==> src/rtl/drd_pkg.sv <==
`default_nettype none

package drd_pkg;

    // default sizes
    localparam int DEF_MAX_DETECTIONS = 1024;
    localparam int DEF_MAX_ROW_LENGTH = 128;

    // field widths
    localparam int VAL_W   = 32;
    localparam int TAG_W   = 32;
    localparam int CLASS_W = 16;
    localparam int DIDX_W  = 10;
    localparam int CFG_IDX_W = 2;

    // input packing: value, frame_tag
    localparam int IN_DATA_W = VAL_W + TAG_W;
    // output packing: frame tag, left, top, right, bottom, confidence, class, detection index
    localparam int OUT_BITS   = TAG_W + 5 * VAL_W + CLASS_W + DIDX_W;
    localparam int OUT_DATA_W = ((OUT_BITS + 7) / 8) * 8;

    // configuration register indexes
    localparam logic [CFG_IDX_W-1:0] CFG_LAYOUT_MODE     = 2'd0;
    localparam logic [CFG_IDX_W-1:0] CFG_ROW_LENGTH      = 2'd1;
    localparam logic [CFG_IDX_W-1:0] CFG_SCORE_THRESHOLD = 2'd2;

    // layout codes
    localparam logic LAYOUT_CENTER = 1'b0;
    localparam logic LAYOUT_CORNER = 1'b1;

    // configuration reset values
    localparam logic [7:0]              RST_ROW_LENGTH      = 8'd85;
    localparam logic signed [VAL_W-1:0] RST_SCORE_THRESHOLD = 32'sd16384;

    // round (2c -/+ s + 1) / 2 toward minus infinity, then saturate to 32 bits
    function automatic logic [VAL_W-1:0] corner_round(
        input logic [VAL_W-1:0] c,
        input logic [VAL_W-1:0] s,
        input logic             sub
    );
        logic        [VAL_W+2:0] c2;
        logic        [VAL_W+2:0] se;
        logic signed [VAL_W+2:0] t;
        logic signed [VAL_W+1:0] h;
        logic        [VAL_W-1:0] r;
        c2 = {{2{c[VAL_W-1]}}, c, 1'b0};
        se = {{3{s[VAL_W-1]}}, s};
        t  = sub ? (c2 - se + 35'd1) : (c2 + se + 35'd1);
        h  = t[VAL_W+2:1];
        if (h > 34'sd2147483647) begin
            r = 32'h7fff_ffff;
        end else if (h < -34'sd2147483648) begin
            r = 32'h8000_0000;
        end else begin
            r = h[VAL_W-1:0];
        end
        return r;
    endfunction

    // Q16.16 to integer, truncated toward zero
    function automatic logic [CLASS_W-1:0] q16_to_int(input logic [VAL_W-1:0] raw);
        logic rnd;
        rnd = raw[VAL_W-1] && (raw[15:0] != 16'd0);
        return raw[VAL_W-1:16] + {{(CLASS_W-1){1'b0}}, rnd};
    endfunction

endpackage

`default_nettype wire

==> src/rtl/detection_row_decode_unit.sv <==
`default_nettype none

// output: a detection is registered and appears on the master side in the cycle after
// the transaction that completes its row
// throughput: one input transaction per cycle, held back only while a detection
// waits on m_tready in the output register
// reset: aresetn synchronous active low; clears row and frame state, detection
// count and output valid, and loads the configuration defaults
module detection_row_decode_unit #(
    parameter int MAX_DETECTIONS = drd_pkg::DEF_MAX_DETECTIONS,
    parameter int MAX_ROW_LENGTH = drd_pkg::DEF_MAX_ROW_LENGTH
) (
    input  wire logic                           aclk,
    input  wire logic                           aresetn,
    // configuration write channel
    input  wire logic                           cfg_valid,
    output logic                                cfg_ready,
    input  wire logic [drd_pkg::CFG_IDX_W-1:0]  cfg_index,
    input  wire logic [31:0]                    cfg_data,
    // input stream
    input  wire logic                           s_tvalid,
    output logic                                s_tready,
    input  wire logic [drd_pkg::IN_DATA_W-1:0]  s_tdata,   // value, frame_tag
    input  wire logic [0:0]                     s_tuser,   // frame_start
    // detection stream
    output logic                                m_tvalid,
    input  wire logic                           m_tready,
    output logic [drd_pkg::OUT_DATA_W-1:0]      m_tdata    // frame tag, left, top, right,
                                                           // bottom, confidence, class,
                                                           // detection_index, zero pad
);

    localparam int IDX_W = $clog2(MAX_ROW_LENGTH);
    localparam int LEN_W = $clog2(MAX_ROW_LENGTH + 1);
    localparam int CMP_W = (LEN_W > 8) ? LEN_W : 8;
    localparam int CNT_W = $clog2(MAX_DETECTIONS + 1);
    localparam int VAL_W = drd_pkg::VAL_W;
    localparam int PAD_W = drd_pkg::OUT_DATA_W - drd_pkg::OUT_BITS;

    // configuration registers
    logic                    layout_mode_reg;
    logic [7:0]              row_length_reg;
    logic signed [VAL_W-1:0] score_threshold_reg;

    // row and frame state
    logic [IDX_W-1:0]        elem_idx_reg,   elem_idx_next;
    logic signed [VAL_W-1:0] best_score_reg, best_score_next;
    logic [IDX_W-1:0]        best_class_reg, best_class_next;
    logic [VAL_W-1:0]        box_reg [4];
    logic [VAL_W-1:0]        box_next [4];
    logic [VAL_W-1:0]        class_raw_reg,  class_raw_next;
    logic [CNT_W-1:0]        det_cnt_reg,    det_cnt_next;

    // output register
    logic                          m_valid_reg;
    logic [drd_pkg::OUT_DATA_W-1:0] m_data_reg, m_data_next;

    logic                    in_xfer;
    logic                    emit;
    logic signed [VAL_W-1:0] in_value;
    logic [VAL_W-1:0]        in_tag;
    logic                    in_fs;
    logic [CMP_W-1:0]        len_raw;
    logic [CMP_W-1:0]        len_eff;
    logic [CMP_W-1:0]        idx_ext;
    logic [IDX_W-1:0]        idx_cur;
    logic [CMP_W:0]          idx_plus;
    logic                    row_done;
    logic [CNT_W-1:0]        cnt_cur;
    logic [CNT_W+drd_pkg::DIDX_W-1:0] cnt_wide;
    logic [drd_pkg::CLASS_W-1:0] class_out;
    logic [VAL_W-1:0]        left_v, top_v, right_v, bottom_v;

    assign cfg_ready = 1'b1;
    assign s_tready  = !m_valid_reg || m_tready;
    assign in_xfer   = s_tvalid && s_tready;
    assign m_tvalid  = m_valid_reg;
    assign m_tdata   = m_data_reg;

    assign in_value = s_tdata[VAL_W-1:0];
    assign in_tag   = s_tdata[drd_pkg::IN_DATA_W-1:VAL_W];
    assign in_fs    = s_tuser[0];

    // effective row length, clamped to 5..MAX_ROW_LENGTH
    assign len_raw = CMP_W'(row_length_reg);
    always_comb begin
        if (len_raw < CMP_W'(5)) begin
            len_eff = CMP_W'(5);
        end else if (len_raw > CMP_W'(MAX_ROW_LENGTH)) begin
            len_eff = CMP_W'(MAX_ROW_LENGTH);
        end else begin
            len_eff = len_raw;
        end
    end

    // element position of this value; a frame start or a shortened row restarts it
    assign idx_ext = CMP_W'(elem_idx_reg);
    always_comb begin
        if (in_fs || (idx_ext >= len_eff)) begin
            idx_cur = '0;
        end else begin
            idx_cur = elem_idx_reg;
        end
    end
    assign idx_plus = (CMP_W + 1)'(idx_cur) + (CMP_W + 1)'(1);
    assign row_done = idx_plus >= {1'b0, len_eff};
    assign cnt_cur  = in_fs ? '0 : det_cnt_reg;

    // row accumulation: box fields, running best score and class
    always_comb begin
        best_score_next = best_score_reg;
        best_class_next = best_class_reg;
        class_raw_next  = class_raw_reg;
        for (int i = 0; i < 4; i++) begin
            box_next[i] = box_reg[i];
        end
        if (idx_cur == '0) begin
            best_score_next = '0;
            best_class_next = '0;
        end
        if (idx_cur < IDX_W'(4)) begin
            box_next[idx_cur[1:0]] = in_value;
        end else if (layout_mode_reg == drd_pkg::LAYOUT_CENTER) begin
            if (len_eff == CMP_W'(5)) begin
                best_score_next = in_value;
                best_class_next = '0;
            end else if (in_value > best_score_next) begin
                best_score_next = in_value;
                best_class_next = idx_cur - IDX_W'(4);
            end
        end else begin
            if (idx_cur == IDX_W'(4)) begin
                best_score_next = in_value;
            end else if (idx_cur == IDX_W'(5)) begin
                class_raw_next = in_value;
            end
        end
    end

    // keep decision for a completed row
    assign emit = row_done
                && (cnt_cur < CNT_W'(MAX_DETECTIONS))
                && !((layout_mode_reg == drd_pkg::LAYOUT_CORNER) && (len_eff < CMP_W'(6)))
                && !(best_score_next < score_threshold_reg);

    assign elem_idx_next = row_done ? '0 : idx_plus[IDX_W-1:0];
    assign det_cnt_next  = emit ? cnt_cur + CNT_W'(1) : cnt_cur;

    // detection fields
    assign cnt_wide = {{drd_pkg::DIDX_W{1'b0}}, cnt_cur};
    always_comb begin
        if (layout_mode_reg == drd_pkg::LAYOUT_CENTER) begin
            left_v    = drd_pkg::corner_round(box_next[0], box_next[2], 1'b1);
            top_v     = drd_pkg::corner_round(box_next[1], box_next[3], 1'b1);
            right_v   = drd_pkg::corner_round(box_next[0], box_next[2], 1'b0);
            bottom_v  = drd_pkg::corner_round(box_next[1], box_next[3], 1'b0);
            class_out = {{(drd_pkg::CLASS_W - IDX_W){1'b0}}, best_class_next};
        end else begin
            left_v    = box_next[0];
            top_v     = box_next[1];
            right_v   = box_next[2];
            bottom_v  = box_next[3];
            class_out = drd_pkg::q16_to_int(class_raw_next);
        end
    end
    assign m_data_next = {{PAD_W{1'b0}}, cnt_wide[drd_pkg::DIDX_W-1:0], class_out,
                          best_score_next, bottom_v, right_v, top_v, left_v, in_tag};

    // configuration registers
    always_ff @(posedge aclk) begin
        if (!aresetn) begin
            layout_mode_reg     <= drd_pkg::LAYOUT_CENTER;
            row_length_reg      <= drd_pkg::RST_ROW_LENGTH;
            score_threshold_reg <= drd_pkg::RST_SCORE_THRESHOLD;
        end else if (cfg_valid && cfg_ready) begin
            case (cfg_index)
                drd_pkg::CFG_LAYOUT_MODE:     layout_mode_reg     <= cfg_data[0];
                drd_pkg::CFG_ROW_LENGTH:      row_length_reg      <= cfg_data[7:0];
                drd_pkg::CFG_SCORE_THRESHOLD: score_threshold_reg <= cfg_data;
                default: begin
                end
            endcase
        end
    end

    // row and frame state update on each input transaction
    always_ff @(posedge aclk) begin
        if (!aresetn) begin
            elem_idx_reg   <= '0;
            best_score_reg <= '0;
            best_class_reg <= '0;
            class_raw_reg  <= '0;
            det_cnt_reg    <= '0;
            for (int i = 0; i < 4; i++) begin
                box_reg[i] <= '0;
            end
        end else if (in_xfer) begin
            elem_idx_reg   <= elem_idx_next;
            best_score_reg <= best_score_next;
            best_class_reg <= best_class_next;
            class_raw_reg  <= class_raw_next;
            det_cnt_reg    <= det_cnt_next;
            for (int i = 0; i < 4; i++) begin
                box_reg[i] <= box_next[i];
            end
        end
    end

    // output register
    always_ff @(posedge aclk) begin
        if (!aresetn) begin
            m_valid_reg <= 1'b0;
        end else if (in_xfer && emit) begin
            m_valid_reg <= 1'b1;
        end else if (m_tready) begin
            m_valid_reg <= 1'b0;
        end
    end

    always_ff @(posedge aclk) begin
        if (in_xfer && emit) begin
            m_data_reg <= m_data_next;
        end
    end

`ifndef ASSERT_OFF
    // detection count never passes the frame limit
    assert property (@(posedge aclk) disable iff (!aresetn)
        det_cnt_reg <= CNT_W'(MAX_DETECTIONS))
        else $error("detection count above limit");

    // every kept row advances the detection count by one
    assert property (@(posedge aclk) disable iff (!aresetn)
        (in_xfer && emit) |=> (det_cnt_reg == $past(cnt_cur) + CNT_W'(1)))
        else $error("detection count did not advance");

    // a kept row always leaves a detection waiting on the master side
    assert property (@(posedge aclk) disable iff (!aresetn)
        (in_xfer && emit) |=> m_valid_reg)
        else $error("kept row produced no detection");

    // the input side only stalls behind a waiting detection
    assert property (@(posedge aclk) disable iff (!aresetn)
        !s_tready |-> (m_valid_reg && !m_tready))
        else $error("input stalled without output backpressure");
`endif

endmodule

`default_nettype wire

==> config.mk <==
export PLATFORM = sky130hd
export DESIGN_NAME = detection_row_decode_unit
export DESIGN_NICKNAME = d
export VERILOG_FILES = /design/src/rtl/drd_pkg.sv /design/src/rtl/detection_row_decode_unit.sv
export SDC_FILE = /design/constraint.sdc
export NUM_CORES = 1
export LEC_CHECK = 0
export BUFFER_PORTS_ARGS = -buffer_cell sky130_fd_sc_hd__buf_4
export CAP_MARGIN = 20
export CORE_MARGIN = 1
export CORE_UTILIZATION = 60
export DETAILED_ROUTE_END_ITERATION = 10
export HOLD_SLACK_MARGIN = 0.15
export PLACE_DENSITY_LB_ADDON = 0.08
export SYNTH_ARGS = -nofsm -noshare
export SYNTH_HDL_FRONTEND = slang
export SYNTH_SLANG_ARGS = --single-unit
==> constraint.sdc <==
create_clock -name aclk -period 26.1 [get_ports aclk]
set_input_delay 2.61 -clock aclk [delete_from_list [all_inputs] [get_ports aclk]]
set_output_delay 2.61 -clock aclk [all_outputs]
set_load 0.03 [all_outputs]
### Word-level counts from Yosys, hierarchy flattened

Memory sizes are Yosys's and may differ from the RTL's.
Cells that the tools add are included.

* logic and storage cells: 121
* memories kept: 1
* RAM bits: 128
* register bits: 349

* mux-type cells: 48
* $add $sub $neg: 12
* equality and inequality tests: 5
* $lt $le $gt $ge: 19
* reductions and logical operators: 20
* bitwise operators: 5

Memories
* box_reg: words 4, width 32, read ports 4, clocked after Yosys merged registers in 0, write ports 4, RTL line detection_row_decode_unit.sv:49 `logic [VAL_W-1:0] box_reg [4];`

Operators by type and width (count)
* $mux W32: 27
* $add A34 B2 Y35 const B: 4
* $gt A34 B32 Y1 const B: 4
* $lt A34 B32 Y1 const B: 4
* $bwmux W128: 1
* $mux W128: 1
* $add A33 B32 Y34: 2
* $sub A33 B32 Y34: 2
* $demux W32 S2: 1
* $mux W7: 8
* $gt A32 B32 Y1: 1
* $lt A32 B32 Y1: 1
* $mux W11: 2
* $add A16 B1 Y16: 1
* $lt A8 B3 Y1 const B: 2
* $mux W8: 2
* $reduce_bool A16 Y1: 1
* $eq A7 B3 Y1 const B: 2
* $add A11 B1 Y11 const B: 1
* $lt A11 B11 Y1 const B: 1
* $add A7 B1 Y8 const B: 1
* $eq A8 B3 Y1 const B: 1
* $ge A7 B8 Y1: 1
* $ge A8 B8 Y1: 1
* other kinds (17): 37

### Depth between registers and ports, before layout

* depth after elaboration: 19
* gate-level depth with buffers: 38
* gate-level depth less buffers: 33

### Least setup slack after synthesis

OpenSTA, ideal clock, no wires.

* path type: in2reg
* start point: input port s_tuser
* end point: register m_data_reg, in the netlist m_tdata[0], enable pin
* required time: 25296 ps
* stages on the path: 33
* buffers on the path: 5
* arrival: 18136 ps
* slack: 7161 ps
* library setup time: 804 ps
* path through: inv_1 > o21ai_0 > a31oi_1 > clkbuf_1 > nand2_1 > ha_1 > nand2_1 > a21o_1 > clkbuf_1 > clkbuf_1 > nand2_1 > ha_1 > nand4_1 > or4_4 > a21oi_2 > o41ai_1 > a221oi_2 > nor2_1 > a21oi_1 > clkbuf_1 > nand2_1 > o21ai_0 > ha_1 > a21oi_1 > o21ai_0 > a2111o_1 > o221ai_1 > o311ai_0 > a311oi_1 > o311a_1 > mux2_4 > buf_6 > nor2_1

* cells in the longest elaborated chain, start to end: 13
* elaborated cells between the ends (all ways): 22

Ends and longest elaborated chain
* from (decl): RTL line detection_row_decode_unit.sv:24 `input wire logic [0:0] s_tuser,`
* $logic_or A1 B1 Y1 (*): RTL line detection_row_decode_unit.sv:99 `if (in_fs || (idx_ext >= len_eff)) begin`
* $mux W7 (*): RTL line detection_row_decode_unit.sv:99
* $logic_not A7 Y1: RTL line detection_row_decode_unit.sv:117 `if (idx_cur == '0) begin`
* $mux W32: RTL line detection_row_decode_unit.sv:117
* $gt A32 B32 Y1: RTL line detection_row_decode_unit.sv:127 `end else if (in_value > best_score_next) begin`
* $mux W32: RTL line detection_row_decode_unit.sv:127
* $mux W32: RTL line detection_row_decode_unit.sv:124 `if (len_eff == CMP_W'(5)) begin`
* $mux W32: RTL line detection_row_decode_unit.sv:123 `end else if (layout_mode_reg == drd_pkg::LAYOUT_CENTER) begin`
* $mux W32 (*): RTL line detection_row_decode_unit.sv:121 `if (idx_cur < IDX_W'(4)) begin`
* net best_score_next[15]: RTL line detection_row_decode_unit.sv:47 `logic signed [VAL_W-1:0] best_score_reg, best_score_next;`
* $lt A32 B32 Y1 (*): RTL line detection_row_decode_unit.sv:144 `&& !(best_score_next < score_threshold_reg);`
* $logic_not A1 Y1 (*): RTL line detection_row_decode_unit.sv:144
* $logic_and A1 B1 Y1 (*): RTL line detection_row_decode_unit.sv:144
* $logic_and A1 B1 Y1 (*): RTL line detection_row_decode_unit.sv:221 `if (in_xfer && emit) begin`
* to (signal assigned): RTL line detection_row_decode_unit.sv:222 `m_data_reg <= m_data_next;`
* to (decl): RTL line detection_row_decode_unit.sv:56 `logic [drd_pkg::OUT_DATA_W-1:0] m_data_reg, m_data_next;`

The timed path passes the listed nets; every way through them passes the cells marked *.
A chain may end at the register's enable or synchronous reset.

### Worst setup path after layout

* start point: input port s_tuser
* end point: register m_data_reg, in the netlist m_tdata[49], enable pin

The elaborated chain is that of the path after synthesis.

==> run summary <==
Layout cells sized above 1: 15.49%
DR iter-0 viols: 2653
Initial Util: 60.91%
Final setup skew: 0.02381 ns
Multi-input gate area: 0.01688 mm^2
Core ar.: 0.05141 mm^2
TritonCTS clock tree: yes
RR Endpoint: m_tdata[49]$_DFFE_PP_
Req. time, crit path: 26.33 ns
Relative slew slack: 25.65%
Num ports: 331
Register area: 0.01302 mm^2
Row cnt: 83
FF-to-FF setup slack: 14.36 ns
Placer congestion estimate: 0.9772
#FFs+latches synth: 477
Residual DRC: 0
EDFF count, synth: 346
Vias in the first global route: 25040
Place WS: 13.12 ns
Register-to-Register Path Depth: 35
Setup CP Type: in -> reg
Startpoint types: primary input
Total CTS buffers: 52
Complex-gate fraction of the synthesized area: 18.64%
Power Total: 0.002312 W
Die width: 230.4 um
Max-Cap Viols: 0
Mean area per synthesized cell: 9.679 um^2
Clk_lat worst skew: 0.62 ns
Area share of the largest cell type after synthesis: 33.18%
Final-layout fill cell count: 3889
Async SR Flop Fraction: 0%
Slowest-stage cell, CP: buf_4
Max reg flops: 218
Hold Vio Cnt, Final: 0
Final antenna-violating net count: 0
RSZ-0062 raised after global routing: no
Count of different cell masters after synthesis: 92
P_leak: 15.75 nW
Via count: 26230
Outcome: completed
Reg clk slew, reported paths: 0.06 ns
TNS Setup: 0 ns
Worst-margin pin slew: 1.110 ns
Synthesized cell area: 0.03131 mm^2
Cell mode on critical path: buf_4
Post-synth top flop: edfxtp_1
Critical Path AT: 12.72 ns
Clk Tree Root Cell: clkbuf_16
Overflow after GRT: 0
Layout area overhead: 15.03%
Die area: 0.05310 mm^2
Synth Warn #: 0
Synth area leaders: edfxtp_1 33%, ha_1 11%, dfxtp_1 8.4%
Worst Path Max Fanout: 79
Mapped Cells: 3235
Slew Limit Fails: 0
Detailed placement HPWL: 67210 um
CP peak stage delay: 0.90 ns
Register area share after synthesis: 41.56%
WL final: 94050 um
Max Freq: 80.12 MHz
Most common cell in the synthesized netlist: nand2_1
# hold bufs at CTS: 0
Synth Area in Adders: 11.48%
Initial antenna violation count: 3
Setup repair bufs after CTS: 0
Post-route setup slack: 13.62 ns
All-layer global routing usage: 34.66%
Global-route wire length before repair: 143400 um
Clock buffer depth: 3
Reg-to-reg startpoint: len_raw[3]$_SDFFE_PN0P_
HP Class: reg -> reg
Fin crit share: 47.82%
Final setup vio count: 0
Commonest cells in the netlist: 412 x nand2_1, 346 x edfxtp_1, 281 x ha_1
Fin crit period: 12.48 ns
I/O Buffers: 323
Synth Area in XOR/XNOR: 3.552%
Pre-antenna DRT Iters: 6
Worst hold slack: 0.4711 ns
Count of clock tree sinks: 477
Largest family of logic cells by synthesized area: compound AO/OA/AOI/OAI gates
Post-synth top area cell: edfxtp_1
WL per Instance: 22.39 um
Post-synthesis mux area share: 5.175%
H-tree depth: 2
Layout Nets: 3864
Final core occ: 70.07%
Peak supply drop: 0.05452 mV
Worst Hold Path Cells: 1
WHS Endpoint: det_cnt_reg[7]$_SDFFE_PN0P_
Pwr dens: 64.19 mW/mm^2
CP endpoint kind: flop
Drt via density: 6.246
# resized after CTS: 0
Hold Path Origin: det_cnt_reg[7]$_SDFFE_PN0P_
Largest net degree at the start of global routing: 136
Die span in y: 230.4 um
Post-Synth Simple-Gate Area: 14.70%
-- power breakdown --
part           leakage (nW)  internal [W]  switching [W]  total (W)
clock                 0.867      0.000449       0.000320   0.000769
combinational          10.5      0.000255       0.000420   0.000675
sequential             4.38      0.000860     0.00000759   0.000868
total                  15.8       0.00156       0.000747    0.00231
-- metal layers --
layer,global-route usage (%),routed length [um],up-vias
met3,6.102,7841,201
li1,-,-,12210
met2,55.14,43010,1175
met5,0,0,-
met1,47.67,39900,12650
met4,11.90,3292,0
-- worst max path at each step --
stage            start                     end  cells after the start
2_1_floorplan  s_tuser    m_tdata[0]$_DFFE_PP_                     33
3_3_place_gp   s_tuser   m_tdata[51]$_DFFE_PP_                     31
3_5_place_dp   s_tuser   m_tdata[51]$_DFFE_PP_                     32
4_1_cts        s_tuser   m_tdata[52]$_DFFE_PP_                     32
5_1_grt        s_tuser  m_tdata[120]$_DFFE_PP_                     32
6_report       s_tuser   m_tdata[49]$_DFFE_PP_                     33
-- stage by stage --
step                area (um^2)  instances
floorplan                 31330       3240
detailed placement        34150       4097
global placement          34150       4097
CTS                       35930       4195
global route              36020       4199
finish                    36020       4200
-- cell families after synthesis --
| kind of cell | count (synthesis) |
|---|---|
| and+or+nand+nor | 978 |
| AOI/OAI and AO/OA | 828 |
| DFF | 477 |
| buffers and inverters | 384 |
| adders and majority gates | 285 |
| muxes | 154 |
| xor gates and xnor gates | 127 |
| other | 2 |
-- final cells by class --
class                   count  area share [%]
well taps                 680           2.362
clock inverters            24          0.6913
multi-input cells        2379           46.86
diodes                      1        0.006948
clock buffers              74           4.245
inverters                 215           2.248
repair buffers            350           7.448
flip-flops and latches    477           36.14
-- worst max-delay path, delay by kind of cell --
family | cells | cell delay, ns
compound gates | 15 | 3.95
fa+ha+maj | 3 | 0.99
buf+inv | 6 | 2.71
mux | 1 | 0.43
simple gates | 8 | 1.77
-- cell usage in the layout, fill, tap and decap left out, types with 69 or more instances in the layout --
cell type,Yosys,final
buf_4,9,346
mux2i_1,94,94
a21oi_1,161,160
dfxtp_1,131,130
nor2b_1,84,83
o21ai_0,139,137
a21o_1,69,69
ha_1,281,281
inv_1,215,214
edfxtp_1,346,346
xnor2_1,89,89
nand2_1,412,410
nor2_1,181,178
No activity file was read; power rests on OpenSTA's default activity.
